File: src/isfp_pkg.sv
package isfp_pkg;

   localparam int unsigned DATA_W      = 8;
   localparam int unsigned CFG_DATA_W  = 13;
   localparam int unsigned DIM_CFG_W   = 13;
   localparam int unsigned CHAN_CFG_W  = 3;
   localparam int unsigned HEIGHT_W    = 13;
   localparam int unsigned CSR_INDEX_W = 2;

   localparam int unsigned MIN_DIM     = 3;
   localparam int unsigned MIN_CHAN    = 1;
   localparam int unsigned MAX_HEIGHT  = 4096;

   localparam int unsigned MAX_WIDTH_DEFAULT    = 4096;
   localparam int unsigned MAX_CHANNELS_DEFAULT = 4;

   localparam logic [DIM_CFG_W-1:0]  RESET_IMAGE_WIDTH   = 13'd640;
   localparam logic [DIM_CFG_W-1:0]  RESET_IMAGE_HEIGHT  = 13'd480;
   localparam logic [CHAN_CFG_W-1:0] RESET_CHANNEL_COUNT = 3'd3;

   typedef enum logic [CSR_INDEX_W-1:0] {
      CSR_IMAGE_WIDTH   = 2'd0,
      CSR_IMAGE_HEIGHT  = 2'd1,
      CSR_CHANNEL_COUNT = 2'd2
   } isfp_csr_type;

   typedef enum logic {
      OP_SAMPLE = 1'b0,
      OP_FLUSH  = 1'b1
   } isfp_op_type;

   // decisions taken for one word when it is accepted
   typedef struct packed {
      logic is_sample;
      logic emit;
      logic interior;
      logic first;
      logic last;
   } isfp_item_type;

endpackage

File: src/isfp_datapath.sv
module isfp_datapath #(
   parameter int unsigned MAX_CHANNELS = isfp_pkg::MAX_CHANNELS_DEFAULT,
   localparam int unsigned ChanW     = $clog2(MAX_CHANNELS + 1),
   localparam int unsigned HistDepth = 2 * MAX_CHANNELS + 1,
   localparam int unsigned HistIdxW  = $clog2(HistDepth)
) (
   input  logic                              clock,
   input  logic                              reset,
   input  logic                              advance,
   input  logic                              stage_valid,
   input  isfp_pkg::isfp_item_type           stage_item,
   input  logic [isfp_pkg::DATA_W-1:0]       stage_sample,
   input  logic [2*isfp_pkg::DATA_W-1:0]     line_word,
   input  logic [ChanW-1:0]                  chan_count,
   output logic                              out_valid,
   output logic [isfp_pkg::DATA_W-1:0]       out_value,
   output logic                              out_first,
   output logic                              out_last
);
   import isfp_pkg::*;

   localparam int unsigned AccW = DATA_W + 4;

   // word history of the middle row, the upper row and the incoming row
   logic [DATA_W-1:0] mid_hist_ff [HistDepth];
   logic [DATA_W-1:0] up_hist_ff  [HistDepth];
   logic [DATA_W-1:0] dn_hist_ff  [HistDepth];
   logic [DATA_W-1:0] mid_now     [HistDepth];
   logic [DATA_W-1:0] up_now      [HistDepth];
   logic [DATA_W-1:0] dn_now      [HistDepth];

   logic                 push;
   logic [HistIdxW-1:0]  idx_c;
   logic [HistIdxW-1:0]  idx_2c;
   logic [DATA_W-1:0]    center;
   logic [DATA_W+2:0]    center5;
   logic signed [AccW-1:0] acc;
   logic [DATA_W-1:0]    sharp;

   logic              out_valid_ff;
   logic [DATA_W-1:0] out_value_ff;
   logic              out_first_ff;
   logic              out_last_ff;

   assign push = advance && stage_valid && stage_item.is_sample;

   // history as it stands once this word is shifted in
   always_comb begin
      mid_now[0] = line_word[DATA_W +: DATA_W];
      up_now[0]  = line_word[0 +: DATA_W];
      dn_now[0]  = stage_sample;
      for (int k = 1; k < HistDepth; k++) begin
         mid_now[k] = mid_hist_ff[k-1];
         up_now[k]  = up_hist_ff[k-1];
         dn_now[k]  = dn_hist_ff[k-1];
      end
   end

   always_ff @(posedge clock) begin
      if (push) begin
         for (int k = 0; k < HistDepth; k++) begin
            mid_hist_ff[k] <= mid_now[k];
            up_hist_ff[k]  <= up_now[k];
            dn_hist_ff[k]  <= dn_now[k];
         end
      end
   end

   assign idx_c   = HistIdxW'(chan_count);
   assign idx_2c  = HistIdxW'({chan_count, 1'b0});
   assign center  = mid_now[idx_c];
   assign center5 = {1'b0, center, 2'b00} + (DATA_W + 3)'(center);

   always_comb begin
      acc = $signed(AccW'(center5))
          - $signed(AccW'(mid_now[0]))
          - $signed(AccW'(mid_now[idx_2c]))
          - $signed(AccW'(up_now[idx_c]))
          - $signed(AccW'(dn_now[idx_c]));
      priority if (acc[AccW-1]) begin
         sharp = '0;
      end else if (acc[AccW-2:DATA_W] != '0) begin
         sharp = '1;
      end else begin
         sharp = acc[DATA_W-1:0];
      end
   end

   always_ff @(posedge clock) begin
      if (reset) begin
         out_valid_ff <= 1'b0;
      end else if (advance) begin
         out_valid_ff <= stage_valid && stage_item.emit;
      end
   end

   always_ff @(posedge clock) begin
      if (advance) begin
         out_value_ff <= stage_item.interior ? sharp : '0;
         out_first_ff <= stage_item.first;
         out_last_ff  <= stage_item.last;
      end
   end

   assign out_valid = out_valid_ff;
   assign out_value = out_value_ff;
   assign out_first = out_first_ff;
   assign out_last  = out_last_ff;

endmodule

File: config.mk
export PLATFORM = sky130hd
export DESIGN_NAME = isfp_datapath
export DESIGN_NICKNAME = d
export VERILOG_FILES = /design/src/isfp_pkg.sv /design/src/isfp_datapath.sv
export SDC_FILE = /design/constraint.sdc
export NUM_CORES = 1
export LEC_CHECK = 0
export BUFFER_PORTS_ARGS = -buffer_cell sky130_fd_sc_hd__buf_2
export CAP_MARGIN = 15
export CELL_PAD_IN_SITES_DETAIL_PLACEMENT = 0
export CELL_PAD_IN_SITES_GLOBAL_PLACEMENT = 2
export CORE_MARGIN = 1.5
export CORE_UTILIZATION = 40
export DETAILED_ROUTE_END_ITERATION = 12
export PLACE_DENSITY = 0.78
export SLEW_MARGIN = 20
export SYNTH_ARGS = -nofsm -noshare
export SYNTH_HDL_FRONTEND = slang
export SYNTH_SLANG_ARGS = --single-unit
File: constraint.sdc
create_clock -name clock -period 8.6 [get_ports clock]
set_input_delay 1.72 -clock clock [delete_from_list [all_inputs] [get_ports clock]]
set_output_delay 1.72 -clock clock [all_outputs]
set_load 0.02 [all_outputs]
==> metrics.cfg, run 1 <==
[status]
status=finished, final reports clean

[cts]
cts_tree=done
cts_max_level=4
path_clk_slew_ps=70
post_cts_buffers=0
clk_latency_ps=430
numCtsBuffers=17
cts-root-buf=clkbuf_16
cts_resized=0
clock_path_buffers=2
ctsHoldBuffers=0
clock-sinks=187

[timing]
whs_ps=443.6
finalSetupViolCount=0
tns_ps=0
hold_viol=0
finalCriticalPeriod_ps=6600
setup_slack_ps=2000
maxSlewViolCount=0
rsz0062_at_grt=false
clock.fmax_mhz=151.5
period_share_pct=76.74
skew_ps=8.741
max-slew-margin-rel_pct=38.16
worst_slew_pin_slew_ps=927.6

[synthesis]
syn_inst=455
synthFlopType=edfxtp_1
yosys_register_bits=187
ys_types=41
yosysSeqAreaShare_pct=64.81
ys_warn_count=0
synth_edf_count=186
avgSynthCellArea_um2=19.01
synth_nets=536
synth_area_um2=8648
ys_async_sr_fraction_pct=0

[global_routing]
grt_max_degree=70
grt.total_usage_pct=14.83
grt_pass1_vias=4447
overflow=0
grt_pass1_wl_um=24850
antenna_found_initial=0

[critical_path]
path_class=primary input to flip-flop
ff2ff_path_depth=13
start_kind=primary input
critPathArrivalTime_ps=6780
end_kind=flip-flop
required_ps=8780
r2r-end=out_value[4]
r2r_start=mid_hist_ff[0][28]
worstPathMaxFanout=30
r2r_slack_ps=3750

[drt]
remaining_drc_errors=0
drtPass1Iterations=4
wl_met2_um=7277
routed-wl-met3_um=639
drt-wirelength-per-cell_um=19.11
final_antenna_net_count=0
drtIter0Drc=289
highest_layer=met4
via_per_inst=5.245
dr_total_vias=4191
routed_wirelength_um=15270
wl_met1_um=7198

[floorplanning]
pin_count=47
core-area_um2=21090
dieArea_um2=22510
rows=53
die_width_um=150.0
start_util_pct=41.01
die_h_um=150.0

[layout]
fin_nets=592
n_antenna_cell=0
most-common-layout-cells=edfxtp_1, mux4_2, buf_2
drive_above_1_share_pct=29.77
layout_commonest_cell=edfxtp_1
area_delta_synth_final_pct=13.27

[pwr]
power_density_nw_per_um2=260.7
p_leak_nw=3.481
p_total_mw=2.554
peakVddDrop_uv=123.2

[worst_hold_path]
worstHoldStart=dn_hist_ff[0][14]
hold_class=flip-flop to flip-flop
hold_depth=0
hold_path_end=dn_hist_ff[0][22]

[placed_design]
hpwl_um=10060
finalWeightedCongestion=0.7552
dp_slack_ps=1459
port_buffers=46

[flow_run]
drv_cap=0

layer usage:
metal  track usage (%)  vias up
li1                  -     1900
met1             21.36     2187
met2             22.80       95
met3             2.866        9
met4             4.804        0
met5                 0        -
flip-flops by register name, summed over array words and instances (netlist names):
register	flops
out_value	8
up_hist_ff	56
out_valid	1
out_last	1
dn_hist_ff	56
mid_hist_ff	64
out_first	1
layout make-up:
| type | count | area, µm² |
|---|---|---|
| fillers | 1836 | 11290 |
| flip-flops and latches | 187 | 5605 |
| multi-input cells | 207 | 2803 |
| clock buffers | 17 | 425.4 |
| well taps | 275 | 344.1 |
| repair buffers | 54 | 305.3 |
| inverters | 44 | 165.2 |
| clock inverters | 15 | 147.6 |
report_power, final:
group / internal (mW) / leakage, nW / total (mW) / switching (mW)
sequential: 1.04 / 1.73 / 1.05 / 0.0109
combinational: 0.323 / 1.47 / 0.746 / 0.423
clock: 0.387 / 0.280 / 0.760 / 0.372
total: 1.75 / 3.48 / 2.55 / 0.806
synthesized netlist by cell type (3+ instances only):
cell type  count  area share (%)
buf_2          7            0.41
o21ai_0        4            0.23
nand2_1       25             1.1
a22oi_1        3            0.26
xor2_1         4            0.41
mux2i_1       16             1.9
a22o_1         5            0.51
mux4_2        56              15
ha_1          15             2.2
clkbuf_1       7            0.30
xnor2_1        5            0.51
edfxtp_1     186              65
a21oi_1        8            0.46
fa_1          30             6.9
o21a_1         8            0.69
inv_1         43             1.9
nand3_1        3            0.17
worst max-delay path, cell delays in order:
cell	delay (ps)
buf_4	470
buf_12	320
mux4_2	540
mux2i_1	260
inv_1	140
fa_1	510
fa_1	570
fa_1	420
ha_1	370
a21oi_1	250
o21ai_0	150
or3_1	350
a221o_2	460
o21a_1	210
worst max-delay path by stage:
stage                  startpoint            to  slack (ps)  cells after the start
detailed placement  chan_count[0]  out_value[4]        1460                     14
CTS                 chan_count[0]  out_value[4]        1920                     14
finish              chan_count[0]  out_value[4]        2000                     14
floorplan           chan_count[0]  out_value[2]        2130                     18
global placement    chan_count[0]  out_value[6]        1520                     14
global route        chan_count[0]  out_value[4]        1720                     14
through the flow:
step	util, %	instance area, µm²	cells
floorplan	-	8648	455
global placement	43.73	9223	767
detailed placement	43.73	9223	767
CTS	46.45	9796	799
global route	46.45	9796	799
finish	46.45	9796	799
cell families (layout without fill, tap and decap cells):
kind of cell	after synthesis	count (layout)	synth area share, %
flops	187	187	64.81
mux	74	74	16.70
buf+inv	61	130	2.836
fa+ha+maj	45	45	9.115
simple gates	40	40	2.156
compound gates	39	39	3.472
xor+xnor	9	9	0.9114
Power figures use the tool's default switching activity.
==> run 2, diff against run 1 <==
Settings changed: PLACE_DENSITY 0.78 to 0.81.
Clock period 8.6 ns to 5.7 ns, I/O delays scaled along.
==> run 2 against run 1 <==
Worst setup slack got worse by 1800 ps. Global-route usage shrank 0.21 points. Routed wire length decreased by 1.5%. Core utilization grew 2.0 points. Largest cell class unchanged. Highest routed layer unchanged. Critical path depth rose by 3.
==> metrics.cfg, run 2 (synthesis results as in run 1) <==
[status]
status=finished, final reports clean  ; unchanged

[global_routing]
grt_max_degree=96  ; was 70
grt.total_usage_pct=14.62  ; was 14.83%
antenna_found_initial=0  ; unchanged
overflow=0  ; unchanged
grt_pass1_vias=4535  ; was 4447
grt_pass1_wl_um=24830  ; was 24850 µm

[floorplanning]
die_h_um=150.0  ; unchanged
start_util_pct=41.01  ; unchanged
rows=53  ; unchanged
dieArea_um2=22510  ; unchanged
core-area_um2=21090  ; unchanged
pin_count=47  ; unchanged
die_width_um=150.0  ; unchanged

[drt]
drt-wirelength-per-cell_um=17.77  ; was 19.11 µm
wl_met1_um=7054  ; was 7198 µm
highest_layer=met4  ; unchanged
wl_met2_um=7197  ; was 7277 µm
remaining_drc_errors=0  ; unchanged
final_antenna_net_count=0  ; unchanged
drtPass1Iterations=4  ; unchanged
routed-wl-met3_um=585  ; was 639 µm
routed_wirelength_um=15030  ; was 15270 µm
drtIter0Drc=297  ; was 289
via_per_inst=5.095  ; was 5.245
dr_total_vias=4310  ; was 4191

[placed_design]
port_buffers=46  ; unchanged
dp_slack_ps=-272.9  ; was 1459 ps
hpwl_um=10510  ; was 10060 µm
finalWeightedCongestion=0.7844  ; was 0.7552

[timing]
period_share_pct=96.22
rsz0062_at_grt=false  ; unchanged
setup_slack_ps=215.5  ; was 2000 ps
worst_slew_pin_slew_ps=707.1  ; was 927.6 ps
tns_ps=0  ; unchanged
clock.fmax_mhz=182.3
maxSlewViolCount=0  ; unchanged
max-slew-margin-rel_pct=52.86  ; was 38.16%
finalCriticalPeriod_ps=5485
skew_ps=10.37  ; was 8.741 ps
finalSetupViolCount=0  ; unchanged
hold_viol=0  ; unchanged

[cts]
cts_tree=done  ; unchanged
cts-root-buf=clkbuf_16  ; unchanged
clock-sinks=187  ; unchanged
cts_max_level=4  ; unchanged
clock_path_buffers=2  ; unchanged
cts_resized=0  ; unchanged
clk_latency_ps=420  ; was 430 ps
numCtsBuffers=17  ; unchanged
post_cts_buffers=0  ; unchanged
ctsHoldBuffers=0  ; unchanged
path_clk_slew_ps=70  ; about the same

[worst_hold_path]
worstHoldStart=up_hist_ff[0][15]  ; was dn_hist_ff[0][14]
hold_depth=0  ; unchanged
hold_class=flip-flop to flip-flop  ; unchanged
hold_path_end=up_hist_ff[0][23]  ; was dn_hist_ff[0][22]

[critical_path]
worstPathMaxFanout=16  ; was 30
cp_slowest_cell=fa_1  ; unchanged
worstPathCellList=buf_4 -> buf_12 -> mux4_2 -> mux2i_1 -> buf_4 -> ha_1 -> fa_1 -> inv_1 -> fa_1 -> inv_1 -> fa_1 -> a21o_2 -> nand4_1 -> a211oi_2 -> or3_1 -> a221o_2 -> o21a_1  ; was buf_4 -> buf_12 -> mux4_2 -> mux2i_1 -> inv_1 -> fa_1 -> fa_1 -> fa_1 -> ha_1 -> a21oi_1 -> o21ai_0 -> or3_1 -> a221o_2 -> o21a_1
slowest_delay_ps=540  ; was 570 ps
path_class=primary input to flip-flop  ; unchanged
cpMostUsedCell=fa_1  ; unchanged
critPathArrivalTime_ps=5660  ; was 6780 ps
start_kind=primary input  ; unchanged
r2r-end=out_value[2]  ; was out_value[4]
end_kind=flip-flop  ; unchanged
r2r_start=mid_hist_ff[0][27]  ; was mid_hist_ff[0][28]
required_ps=5880  ; was 8780 ps
ff2ff_path_depth=14  ; was 13
r2r_slack_ps=930  ; was 3750 ps

[layout]
n_antenna_cell=0  ; unchanged
most-common-layout-cells=edfxtp_1, mux4_2, buf_4  ; was edfxtp_1, mux4_2, buf_2
drive_above_1_share_pct=35.38  ; was 29.77%
seq_area_um2=5605  ; unchanged
nFillCells=1769  ; was 1836
post-route-util_pct=48.41  ; was 46.45%
multi_input_area_um2=2808  ; was 2803 µm²
biggestRegsByFlops=mid_hist_ff x64, dn_hist_ff x56, up_hist_ff x56  ; unchanged
largest-register=mid_hist_ff  ; unchanged
area_delta_synth_final_pct=18.04  ; was 13.27%
fin_nets=639  ; was 592
largest_reg_flops=64  ; unchanged
layout_commonest_cell=edfxtp_1  ; unchanged

[pwr]
pwr-share-comb_pct=33.0  ; was 29.2%
clockPowerShare_pct=27.4  ; was 29.7%
p_leak_nw=3.717  ; was 3.481 nW
p_int_mw=2.799  ; was 1.748 mW
seq_power_share_pct=39.6  ; was 41.0%
p_sw_share_pct=29.95  ; was 31.56%
p_sw_mw=1.197  ; was 0.8062 mW
peakVddDrop_uv=228.6  ; was 123.2 µV
power_density_nw_per_um2=391.5  ; was 260.7 nW/µm²
p_total_mw=3.996  ; was 2.554 mW

[flow_run]
drv_cap=0  ; unchanged

[run 2: cell count changes in the layout (fill, tap and decap cells not counted)]
cell,delta
inv_6,-1
nor3_1,-1
clkinv_8,-1
clkinv_1,+1
buf_12,+7
clkbuf_1,+1
inv_8,-2
clkinv_4,-2
clkinv_2,+2
nor3_2,+1
clkinvlp_4,+2
buf_4,+40
[run 2: cell type report]
type / instances / share of cell area [%]
sequential: 187 / 54.91
clock inverter: 14 / 1.091
multi-input combinational: 207 / 27.50
tap: 275 / 3.371
clock buffer: 18 / 4.204
inverter: 44 / 1.618
timing repair buffer: 101 / 7.305
[run 2: power groups by stage]
stage,clock [mW],combinational [mW],sequential (mW)
after CTS,1.12,1.34,1.58
after detailed placement,0,1.34,1.61
final,1.09,1.32,1.58
after global routing,1.18,1.49,1.59
after global placement,0,1.33,1.61
after floorplan,0,0.877,1.64
[run 2: how the worst max path moves through the flow]
stage             startpoint      endpoint  slack [ps]
2_1_floorplan  chan_count[1]  out_value[2]           5
3_3_place_gp   chan_count[0]  out_value[6]        -240
3_5_place_dp   chan_count[0]  out_value[2]        -270
4_1_cts        chan_count[0]  out_value[2]         160
5_1_grt        chan_count[0]  out_value[7]           8
6_report       chan_count[0]  out_value[2]         220
[run 2: routing by layer]
metal,global-route usage [%],vias to the layer above
met5,0,-
met4,4.510,0
met3,2.774,13
met2,22.43,87
met1,21.21,2215
li1,-,1995
[run 2: critical path, delay by kind of cell]
kind | cells | cell delay [ps]
and+or+nand+nor | 2 | 440
AOI/OAI and AO/OA | 4 | 980
muxes | 2 | 810
buffers and inverters | 5 | 620
adders and majority gates | 4 | 1660
[run 2: metrics by stage]
| stage | std cells | hold WS [ps] | area, µm² |
|---|---|---|---|
| after floorplan | 455 | 420.7 | 8676 |
| after global routing | 846 | 442.9 | 10210 |
| final | 846 | 436.3 | 10210 |
| after global placement | 814 | 424.5 | 9668 |
| after CTS | 846 | 437.2 | 10210 |
| after detailed placement | 814 | 428.5 | 9668 |
