[src/isfp_pkg.sv]
package isfp_pkg;

   localparam int unsigned DATA_W      = 8;
   localparam int unsigned CFG_DATA_W  = 13;
   localparam int unsigned DIM_CFG_W   = 13;
   localparam int unsigned CHAN_CFG_W  = 3;
   localparam int unsigned HEIGHT_W    = 13;
   localparam int unsigned CSR_INDEX_W = 2;

   localparam int unsigned MIN_DIM     = 3;
   localparam int unsigned MIN_CHAN    = 1;
   localparam int unsigned MAX_HEIGHT  = 4096;

   localparam int unsigned MAX_WIDTH_DEFAULT    = 4096;
   localparam int unsigned MAX_CHANNELS_DEFAULT = 4;

   localparam logic [DIM_CFG_W-1:0]  RESET_IMAGE_WIDTH   = 13'd640;
   localparam logic [DIM_CFG_W-1:0]  RESET_IMAGE_HEIGHT  = 13'd480;
   localparam logic [CHAN_CFG_W-1:0] RESET_CHANNEL_COUNT = 3'd3;

   typedef enum logic [CSR_INDEX_W-1:0] {
      CSR_IMAGE_WIDTH   = 2'd0,
      CSR_IMAGE_HEIGHT  = 2'd1,
      CSR_CHANNEL_COUNT = 2'd2
   } isfp_csr_type;

   typedef enum logic {
      OP_SAMPLE = 1'b0,
      OP_FLUSH  = 1'b1
   } isfp_op_type;

   // decisions taken for one word when it is accepted
   typedef struct packed {
      logic is_sample;
      logic emit;
      logic interior;
      logic first;
      logic last;
   } isfp_item_type;

endpackage

[src/isfp_ctrl.sv]
module isfp_ctrl #(
   parameter int unsigned MAX_WIDTH    = isfp_pkg::MAX_WIDTH_DEFAULT,
   parameter int unsigned MAX_CHANNELS = isfp_pkg::MAX_CHANNELS_DEFAULT,
   localparam int unsigned LineDepth = MAX_WIDTH * MAX_CHANNELS,
   localparam int unsigned AddrW     = $clog2(LineDepth),
   localparam int unsigned ColW      = $clog2(LineDepth + 1),
   localparam int unsigned ChanW     = $clog2(MAX_CHANNELS + 1),
   localparam int unsigned WidW      = $clog2(MAX_WIDTH + 1)
) (
   input  logic                                 clock,
   input  logic                                 reset,
   input  logic                                 csr_we,
   input  logic [isfp_pkg::CSR_INDEX_W-1:0]     csr_index,
   input  logic [isfp_pkg::CFG_DATA_W-1:0]      csr_wdata,
   input  logic                                 accept,
   input  logic                                 advance,
   input  logic                                 item_op,
   input  logic [isfp_pkg::DATA_W-1:0]          item_sample,
   output logic [ChanW-1:0]                     chan_count,
   output logic                                 rd_en,
   output logic [AddrW-1:0]                     rd_addr,
   output logic                                 stage_valid,
   output isfp_pkg::isfp_item_type              stage_item,
   output logic [isfp_pkg::DATA_W-1:0]          stage_sample,
   output logic [AddrW-1:0]                     stage_addr
);
   import isfp_pkg::*;

   logic [DIM_CFG_W-1:0]  width_cfg_ff;
   logic [DIM_CFG_W-1:0]  height_cfg_ff;
   logic [CHAN_CFG_W-1:0] chan_cfg_ff;

   logic [WidW-1:0]     w_eff;
   logic [HEIGHT_W-1:0] h_eff;
   logic [ChanW-1:0]    c_eff;
   logic [ColW-1:0]     row_len;
   logic [ColW:0]       lag;

   logic [ColW-1:0]     in_col_ff, in_col_in;
   logic [HEIGHT_W-1:0] in_row_ff, in_row_in;
   logic [ColW-1:0]     out_col_ff, out_col_in;
   logic [HEIGHT_W-1:0] out_row_ff, out_row_in;
   logic [ColW:0]       pending_ff, pending_in;

   logic                stage_valid_ff;
   isfp_item_type       stage_item_ff;
   isfp_item_type       item;
   logic [DATA_W-1:0]   stage_sample_ff;
   logic [AddrW-1:0]    stage_addr_ff;

   logic cfg_hit;
   logic is_sample;
   logic in_col_wrap;
   logic out_col_wrap;

   // register file
   always_ff @(posedge clock) begin
      if (reset) begin
         width_cfg_ff  <= RESET_IMAGE_WIDTH;
         height_cfg_ff <= RESET_IMAGE_HEIGHT;
         chan_cfg_ff   <= RESET_CHANNEL_COUNT;
      end else if (csr_we) begin
         unique case (csr_index)
            CSR_IMAGE_WIDTH:   width_cfg_ff  <= csr_wdata[DIM_CFG_W-1:0];
            CSR_IMAGE_HEIGHT:  height_cfg_ff <= csr_wdata[DIM_CFG_W-1:0];
            CSR_CHANNEL_COUNT: chan_cfg_ff   <= csr_wdata[CHAN_CFG_W-1:0];
            default: ;
         endcase
      end
   end

   assign cfg_hit = csr_we && (csr_index == CSR_IMAGE_WIDTH ||
                               csr_index == CSR_IMAGE_HEIGHT ||
                               csr_index == CSR_CHANNEL_COUNT);

   // registers clamped to the supported range
   always_comb begin
      if (32'(width_cfg_ff) < MIN_DIM) begin
         w_eff = WidW'(MIN_DIM);
      end else if (32'(width_cfg_ff) > MAX_WIDTH) begin
         w_eff = WidW'(MAX_WIDTH);
      end else begin
         w_eff = WidW'(width_cfg_ff);
      end
      if (32'(height_cfg_ff) < MIN_DIM) begin
         h_eff = HEIGHT_W'(MIN_DIM);
      end else if (32'(height_cfg_ff) > MAX_HEIGHT) begin
         h_eff = HEIGHT_W'(MAX_HEIGHT);
      end else begin
         h_eff = HEIGHT_W'(height_cfg_ff);
      end
      if (32'(chan_cfg_ff) < MIN_CHAN) begin
         c_eff = ChanW'(MIN_CHAN);
      end else if (32'(chan_cfg_ff) > MAX_CHANNELS) begin
         c_eff = ChanW'(MAX_CHANNELS);
      end else begin
         c_eff = ChanW'(chan_cfg_ff);
      end
   end

   // words per row, and the distance from an input word to the result it completes
   assign row_len = ColW'(w_eff) * ColW'(c_eff);
   assign lag     = {1'b0, row_len} + (ColW + 1)'(c_eff);

   assign is_sample    = (item_op == OP_SAMPLE);
   assign in_col_wrap  = (in_col_ff + ColW'(1)) == row_len;
   assign out_col_wrap = (out_col_ff + ColW'(1)) == row_len;

   always_comb begin
      item.is_sample = is_sample;
      if (is_sample) begin
         item.emit = pending_ff >= lag;
      end else begin
         item.emit = (pending_ff != '0) && (in_row_ff == '0) && (in_col_ff == '0);
      end
      item.interior = is_sample && (out_row_ff != '0) &&
                      ((out_row_ff + HEIGHT_W'(2)) <= h_eff) &&
                      (out_col_ff >= ColW'(c_eff)) &&
                      (({1'b0, out_col_ff} + (ColW + 1)'(c_eff)) < {1'b0, row_len});
      item.first = (out_row_ff == '0) && (out_col_ff == '0);
      item.last  = (out_row_ff == (h_eff - HEIGHT_W'(1))) && out_col_wrap;
   end

   always_comb begin
      in_col_in  = in_col_ff;
      in_row_in  = in_row_ff;
      out_col_in = out_col_ff;
      out_row_in = out_row_ff;
      pending_in = pending_ff;
      if (cfg_hit) begin
         in_col_in  = '0;
         in_row_in  = '0;
         out_col_in = '0;
         out_row_in = '0;
         pending_in = '0;
      end else if (accept) begin
         if (is_sample) begin
            if (in_col_wrap) begin
               in_col_in = '0;
               in_row_in = ((in_row_ff + HEIGHT_W'(1)) == h_eff) ? '0
                                                                 : in_row_ff + HEIGHT_W'(1);
            end else begin
               in_col_in = in_col_ff + ColW'(1);
            end
            if (!item.emit) begin
               pending_in = pending_ff + (ColW + 1)'(1);
            end
         end else if (item.emit) begin
            pending_in = pending_ff - (ColW + 1)'(1);
         end
         if (item.emit) begin
            if (out_col_wrap) begin
               out_col_in = '0;
               out_row_in = ((out_row_ff + HEIGHT_W'(1)) == h_eff) ? '0
                                                                   : out_row_ff + HEIGHT_W'(1);
            end else begin
               out_col_in = out_col_ff + ColW'(1);
            end
         end
      end
   end

   always_ff @(posedge clock) begin
      if (reset) begin
         in_col_ff      <= '0;
         in_row_ff      <= '0;
         out_col_ff     <= '0;
         out_row_ff     <= '0;
         pending_ff     <= '0;
         stage_valid_ff <= 1'b0;
      end else begin
         in_col_ff  <= in_col_in;
         in_row_ff  <= in_row_in;
         out_col_ff <= out_col_in;
         out_row_ff <= out_row_in;
         pending_ff <= pending_in;
         if (accept) begin
            stage_valid_ff <= 1'b1;
         end else if (advance) begin
            stage_valid_ff <= 1'b0;
         end
      end
   end

   always_ff @(posedge clock) begin
      if (accept) begin
         stage_item_ff   <= item;
         stage_sample_ff <= item_sample;
         stage_addr_ff   <= in_col_ff[AddrW-1:0];
      end
   end

   assign chan_count   = c_eff;
   assign rd_en        = accept && is_sample;
   assign rd_addr      = in_col_ff[AddrW-1:0];
   assign stage_valid  = stage_valid_ff;
   assign stage_item   = stage_item_ff;
   assign stage_sample = stage_sample_ff;
   assign stage_addr   = stage_addr_ff;

endmodule

[config.mk]
export PLATFORM = sky130hd
export DESIGN_NAME = isfp_ctrl
export DESIGN_NICKNAME = d
export VERILOG_FILES = /design/src/isfp_pkg.sv /design/src/isfp_ctrl.sv
export SDC_FILE = /design/constraint.sdc
export NUM_CORES = 1
export LEC_CHECK = 0
export ABC_AREA = 1
export ABC_CLOCK_PERIOD_IN_PS = 7000
export BUFFER_PORTS_ARGS = -buffer_cell sky130_fd_sc_hd__buf_2
export CORE_ASPECT_RATIO = 0.8
export CORE_MARGIN = 8
export CORE_UTILIZATION = 50
export DETAILED_ROUTE_END_ITERATION = 7
export GPL_TIMING_DRIVEN = 0
export PLACE_DENSITY = 0.68
export SYNTH_ARGS = -nofsm -noshare
export SYNTH_HDL_FRONTEND = slang
export SYNTH_SLANG_ARGS = --single-unit
[constraint.sdc]
create_clock -name clock -period 7 [get_ports clock]
set_clock_uncertainty 0.1 [all_clocks]
set_input_delay 1.4 -clock clock [delete_from_list [all_inputs] [get_ports clock]]
set_output_delay 1.4 -clock clock [all_outputs]
set_load 0.03 [all_outputs]
==> flow_metrics.py, run 1 <==
metrics = {
    "status": {
        "outcome": "finished clean",
    },
    "flow_run": {
        "drv_cap": 0,
    },
    "global_route": {
        "grt_use_total_pct": 23.4,
        "gr-total-overflow": 0,
        "antenna_found_initial": 0,
        "grt_start_max_net_pins": 29,
        "grt_first_pass_wirelength_mm": 55.7,
        "first_global_vias": 10900,
    },
    "floorplanning": {
        "row_count": 50,
        "start_util_pct": 50.7,
        "core_um2": 23300,
        "die_w_um": 188,
        "die-area_um2": 28900,
        "die_y_um": 154,
        "ios": 75,
    },
    "power": {
        "total_power_mw": 2.51,
        "power_density_nw_per_um2": 190,
        "vdd_drop_max_uv": 150,
        "p_leak_nw": 6.68,
    },
    "sta": {
        "hold_violations": 0,
        "rsz0062_at_grt": "no",
        "worst_pin_slew_ns": 0.940,
        "slew_headroom_pct": 36.9,
        "fin_crit_ns": 6.45,
        "drv_slew": 0,
        "fmax_ghz": 0.155,
        "finalSetupViolations": 0,
        "finalSetupTns_ns": 0,
        "hold_ws_ns": 0.366,
        "fin_crit_sh_pct": 92.1,
    },
    "setup_path": {
        "r2r-start": "chan_cfg_ff[2]$_SDFFE_PP0P_",
        "timing_worst_setup_path_type": "reg2reg",
        "cpMostUsedCell": "nand2_1",
        "slowest_stage": "buf_1",
        "worstPathRequired_ns": 7.22,
        "worst_path_largest_cell_delay_ns": 0.51,
        "cp.depth": 31,
        "rrSetupSlack_ns": 0.55,
        "cp-end-kind": "register",
        "arrival_ns": 6.67,
        "startpoint_type": "register",
        "cp-endpoint": "out_col_ff[8]$_SDFFE_PP0P_",
        "r2r_end": "out_col_ff[8]$_SDFFE_PP0P_",
        "startpoint": "chan_cfg_ff[2]$_SDFFE_PP0P_",
        "cp_max_fo": 12,
        "worst-path-buf-inv": 7,
        "ff2ff_path_depth": 31,
        "critPathTopFamily": "simple AND/OR/NAND/NOR gates",
    },
    "cells_and_area": {
        "diodes": 0,
        "area_growth_syn_to_layout_pct": 12.0,
        "drive_gt1_share_pct": 10.2,
        "final_nets": 2081,
    },
    "clock_tree": {
        "clock-sinks": 129,
        "cts_buffers": 17,
        "htree_levels": 4,
        "clk_latency_ns": 0.44,
        "cts_tree": "yes",
        "hold_buffers": 0,
        "root_buffer": "clkbuf_16",
        "cts.clk_slew.worst_paths_ns": 0.07,
        "cts_max_path_buffers": 2,
    },
    "synthesis": {
        "synth.largest_area_cell": "dfxtp_1",
        "ys_types": 49,
        "ys.flop_type": "dfxtp_1",
        "syn_nets": 1988,
        "yosysTopAreaCellShare_pct": 17.3,
        "syn_area_per_cell_um2": 6.37,
        "ys_seq_elements": 129,
        "synth_edf_count": 27,
        "netlist_area_um2": 11800,
        "synthArstFlopShare_pct": 0,
        "yosysSeqAreaShare_pct": 24.1,
        "yosysMostFrequentCell": "nand2_1",
        "synth_area_leaders": "dfxtp_1, nand2_1, ha_1",
        "yosys-top-cells-count": "nand2_1, inv_1, nor2_1",
        "yosysWarningCount": 0,
        "syn_inst": 1856,
    },
    "worst_hold_path": {
        "hold_class": "reg2reg",
        "hp-start": "stage_valid$_SDFFE_PP0P_",
    },
    "routing": {
        "drt_pass1_iterations": 5,
        "dr_wl_met3_mm": 3.33,
        "highest_layer": "met4",
        "drt-total-wl_mm": 34.5,
        "drc": 0,
        "post_drt_wl_per_cell_um": 15.2,
        "dr_wl_met2_mm": 13.8,
        "dr_total_vias": 12100,
        "ant_nets": 0,
        "wl_met1_mm": 16.7,
        "vias_per_cell": 5.34,
        "dr.first_iter.drc_count": 1079,
    },
    "place": {
        "place.port_buffers": 74,
        "dp_hpwl_mm": 27.9,
        "gp_congestion": 0.956,
    },
}
## what timing repair did
item                                    in CTS  in global routing
endpoints found under the setup margin       0                 43
gates resized for setup                      0                 12
setup buffers                                0                  0
endpoints found under the hold margin        0                  0
## worst register-to-register path, delay by kind of cell, from the launching register on
family	cells	cell delay, ns
simple gates	18	2.53
buf+inv	7	1.54
fa+ha+maj	3	1.04
xor+xnor	2	0.52
flops	1	0.42
compound gates	1	0.19
## report_power, final
group,total [mW],leakage [nW],switching (mW),internal (mW)
logic,0.680,5.26,0.460,0.220
clock network,1.01,0.322,0.397,0.611
registers,0.824,1.10,0.0316,0.792
total,2.51,6.68,0.889,1.62
## how the worst min path moves through the flow
stage	slack, ns	end	cells after the start
6_report	0.37	stage_valid$_SDFFE_PP0P_	2
5_1_grt	0.39	stage_addr[8]$_DFFE_PP_	0
4_1_cts	0.37	stage_valid$_SDFFE_PP0P_	2
3_5_place_dp	0.36	stage_valid$_SDFFE_PP0P_	2
3_3_place_gp	0.35	stage_addr[8]$_DFFE_PP_	0
2_1_floorplan	0.33	stage_addr[8]$_DFFE_PP_	0
## cells in the final DEF (no fill, tap or decap), types with 3 or more instances in the layout
master     Yosys  final
nand2_1      539    538
inv_2         12     13
inv_1        220    219
nand4_1       41     41
a31oi_1        3      3
o21a_1         3      3
clkinv_1       6      5
ha_1          88     88
nor2_1       217    215
nand3b_1       6      6
dfxtp_1      102    102
inv_8          0      5
nand3_2        3      3
fa_1          15     15
nor3_2         3      3
buf_4         21     21
bufinv_16      0      4
edfxtp_1      27     27
a21oi_1      113    113
clkbuf_16      0     17
a21boi_0       5      5
o21ai_0       67     66
nand2_2       11     12
xnor2_1       13     13
nor4_1        11     11
clkbuf_1      22     19
xor2_1        80     80
o21ai_1        6      7
inv_6          0      3
nand3_1      141    141
nor3_1        26     26
nor2_4         5      5
buf_2         12     86
nor2_2         7      9
clkbuf_2       1      4
o211ai_1       8      8
## per-stage QoR
stage | utilization, % | setup WS, ns | instance area (um^2) | cells
after CTS | 56.7 | 0.214 | 13200 | 2274
after global placement | 54.0 | 0.307 | 12600 | 2242
after global routing | 56.8 | 0.0333 | 13300 | 2274
after detailed placement | 54.0 | 0.284 | 12600 | 2242
final | 56.8 | 0.552 | 13300 | 2274
after floorplan | - | 1.55 | 11800 | 1856
## registers in the layout, indices dropped and copies added (netlist names)
name           flops
height_cfg_ff     13
in_row_ff         13
width_cfg_ff      13
out_col_ff        15
pending_ff        16
stage_addr        14
out_row_ff        13
stage_item         5
chan_cfg_ff        3
stage_sample       8
stage_valid        1
in_col_ff         15
## cell families (layout without fill, tap and decap cells)
kind of cell / after synthesis / in the layout / synth area share (%)
compound gates: 213 / 213 / 9.62
xor+xnor: 94 / 94 / 7.02
fa+ha+maj: 103 / 103 / 11.8
buf+inv: 297 / 403 / 10.4
flops: 129 / 129 / 24.1
simple gates: 1020 / 1020 / 37.0
## cell type report
cell class              instances  area (um^2)
fillers                      2326        10100
clock inverters                15          221
plain buffers                  59          335
multi-input cells            1430         7760
repair buffers                 74          370
clock buffers                  17          425
well taps                     312          390
flip-flops and latches        129         2850
inverters                     238          897
## layer usage
layer,track usage [%],up-vias
li1,-,6174
met1,34.4,5439
met2,33.9,492
met3,5.24,40
met4,5.84,0
met5,0,-
Power figures use the tool's default switching activity.
==> run 2: changes to the inputs <==
--- a/config.mk
+++ b/config.mk
@@ -14,6 +14,7 @@
 export DETAILED_ROUTE_END_ITERATION = 7
 export GPL_TIMING_DRIVEN = 0
 export PLACE_DENSITY = 0.68
+export REMOVE_ABC_BUFFERS = 1
 export SYNTH_ARGS = -nofsm -noshare
 export SYNTH_HDL_FRONTEND = slang
 export SYNTH_SLANG_ARGS = --single-unit
==> run 2 against run 1 <==
  * Sequential share of layout area rose by 0.36 points
  * Core utilization is 0.85 points lower
  * Cell count fell by 2.3%
  * Clock power decreased by 6%
  * Global-route usage increased by 0.58 points
  * Fmax shrank 0.81%
  * Critical path depth up 5
==> flow_metrics.py, run 2 (synthesis gave the netlist of run 1 again) <==
metrics = {
    "cells_and_area": {
        "drive_gt1_share_pct": 9.01,
        "largest_reg_flops": 16,
        "largest_registers": "pending_ff (16), in_col_ff (15), out_col_ff (15)",
        "diodes": 0,
        "area_growth_syn_to_layout_pct": 10.3,
        "final_cell_mix": "nand2_1, inv_1, nor2_1",
        "layout_commonest_cell": "nand2_1",
        "regMostFlops": "pending_ff",
        "final_nets": 2029,
    },
    "clock_tree": {
        "root_buffer": "clkbuf_16",
        "clock-sinks": 129,
        "cts_tree": "yes",
        "htree_levels": 4,
        "cts_buffers": 17,
        "cts_max_path_buffers": 2,
        "clk_latency_ns": 0.44,
        "cts.clk_slew.worst_paths_ns": 0.06,
    },
    "setup_path": {
        "ff2ff_path_depth": 36,
        "rrSetupSlack_ns": 0.50,
        "worst_path_largest_cell_delay_ns": 0.55,
        "startpoint_type": "register",
        "worst-path-buf-inv": 6,
        "cpMostUsedCell": "nand2_1",
        "startpoint": "width_cfg_ff[10]$_SDFFE_PP0P_",
        "critPathTopFamily": "simple AND/OR/NAND/NOR gates",
        "timing_worst_setup_path_type": "reg2reg",
        "r2r_end": "out_row_ff[0]$_SDFFE_PP0P_",
        "slowest_stage": "fa_1",
        "arrival_ns": 6.78,
        "r2r-start": "width_cfg_ff[10]$_SDFFE_PP0P_",
        "worstPathRequired_ns": 7.27,
        "cp-end-kind": "register",
        "cp_max_fo": 30,
    },
    "worst_hold_path": {
        "min_to": "stage_valid$_SDFFE_PP0P_",
        "hp-start": "stage_valid$_SDFFE_PP0P_",
        "hold_class": "reg2reg",
        "min_path_cells": 2,
    },
    "sta": {
        "finalSetupViolations": 0,
        "hold_violations": 0,
        "drv_slew": 0,
        "slew_headroom_pct": 20.6,
        "finalSetupTns_ns": 0,
        "fin_crit_sh_pct": 92.9,
        "rsz0062_at_grt": "no",
        "fin_crit_ns": 6.50,
        "fmax_ghz": 0.154,
        "worst_pin_slew_ns": 1.19,
    },
    "flow_run": {
        "drv_cap": 0,
    },
    "power": {
        "vdd_drop_max_uv": 164,
        "power_density_nw_per_um2": 189,
        "total_power_mw": 2.47,
        "p_leak_nw": 6.49,
    },
    "routing": {
        "drt_pass1_iterations": 5,
        "ant_nets": 0,
        "dr_total_vias": 11800,
        "dr.first_iter.drc_count": 949,
        "post_drt_wl_per_cell_um": 15.8,
        "vias_per_cell": 5.33,
        "drc": 0,
        "drt-total-wl_mm": 35.1,
    },
    "floorplanning": {
        "start_util_pct": 50.7,
        "die_w_um": 188,
        "die_y_um": 154,
        "row_count": 50,
        "die-area_um2": 28900,
        "ios": 75,
        "core_um2": 23300,
    },
    "place": {
        "dp_hpwl_mm": 27.2,
        "place.port_buffers": 74,
        "gp_congestion": 0.973,
    },
    "global_route": {
        "grt_first_pass_wirelength_mm": 56.3,
        "first_global_vias": 10800,
        "antenna_found_initial": 0,
        "grt_start_max_net_pins": 45,
        "gr-total-overflow": 0,
        "grt_use_total_pct": 24.0,
    },
    "status": {
        "outcome": "finished clean",
    },
}
## run 2: changes by cell type in the layout (fill, tap and decap cells not counted), moves of 2 or more
cell,delta
buf_4,-20
nand2_1,-2
clkbuf_2,-4
clkinv_1,+2
inv_1,-2
buf_2,-12
clkinvlp_4,+3
clkbuf_1,-18
nand2_8,+2
buf_12,+2
inv_8,-5
## run 2: cell type report
type	count	area, um^2
clock inverter	14	188
sequential	129	2860
multi-input combinational	1431	7830
tap	312	390
fill	2343	10300
inverter	238	901
clock buffer	18	429
timing repair buffer	80	455
## run 2: worst min-delay path, cell delays in order, from the launching register on
cell and delay, ns:
dfxtp_1 0.30, nand2_1 0.06, a21oi_1 0.05
## run 2: per-layer routing
metal	share of wire, %	track usage [%]	wire length (um)	vias up
li1	-	-	-	6054
met2	39	34.1	13800	405
met4	2.0	7.12	715	0
met5	0	0	0	-
met1	49	34.5	17200	5353
met3	9.4	6.74	3290	37
## run 2: what timing repair did
item,4_1_cts,5_1_grt
gates cloned,1,0
endpoints found under the hold margin,0,0
pin swaps,1,0
buffers inserted,3,0
gates resized for setup,9,11
endpoints found under the setup margin,44,44
hold buffers,0,0
## run 2: worst max-delay path by stage
stage / cells after the start / slack [ns] / endpoint
6_report: 36 / 0.50 / out_row_ff[0]$_SDFFE_PP0P_
3_3_place_gp: 28 / -1.17 / out_col_ff[0]$_SDFFE_PP0P_
3_5_place_dp: 28 / -1.18 / out_col_ff[12]$_SDFFE_PP0P_
5_1_grt: 36 / 0.0007 / out_row_ff[4]$_SDFFE_PP0P_
4_1_cts: 36 / 0.06 / out_row_ff[0]$_SDFFE_PP0P_
2_1_floorplan: 28 / 0.41 / out_col_ff[0]$_SDFFE_PP0P_
## run 2: metrics by stage
stage                     area [um^2]  hold slack (ns)  instances  util, %  setup WS (ns)
after detailed placement        12300            0.355       2186     52.7          -1.18
after floorplan                 11500            0.337       1797        -          0.406
final                           13100            0.361       2222     55.9          0.499
after CTS                       13000            0.363       2222     55.8         0.0613
after global routing            13100            0.404       2222     55.9       0.000731
after global placement          12300            0.347       2183     52.5          -1.17
## run 2: where the power goes
group	leakage, nW	internal (mW)	switching [mW]
Sequential	1.11	0.793	0.0325
Clock	0.296	0.595	0.357
Combinational	5.09	0.222	0.466
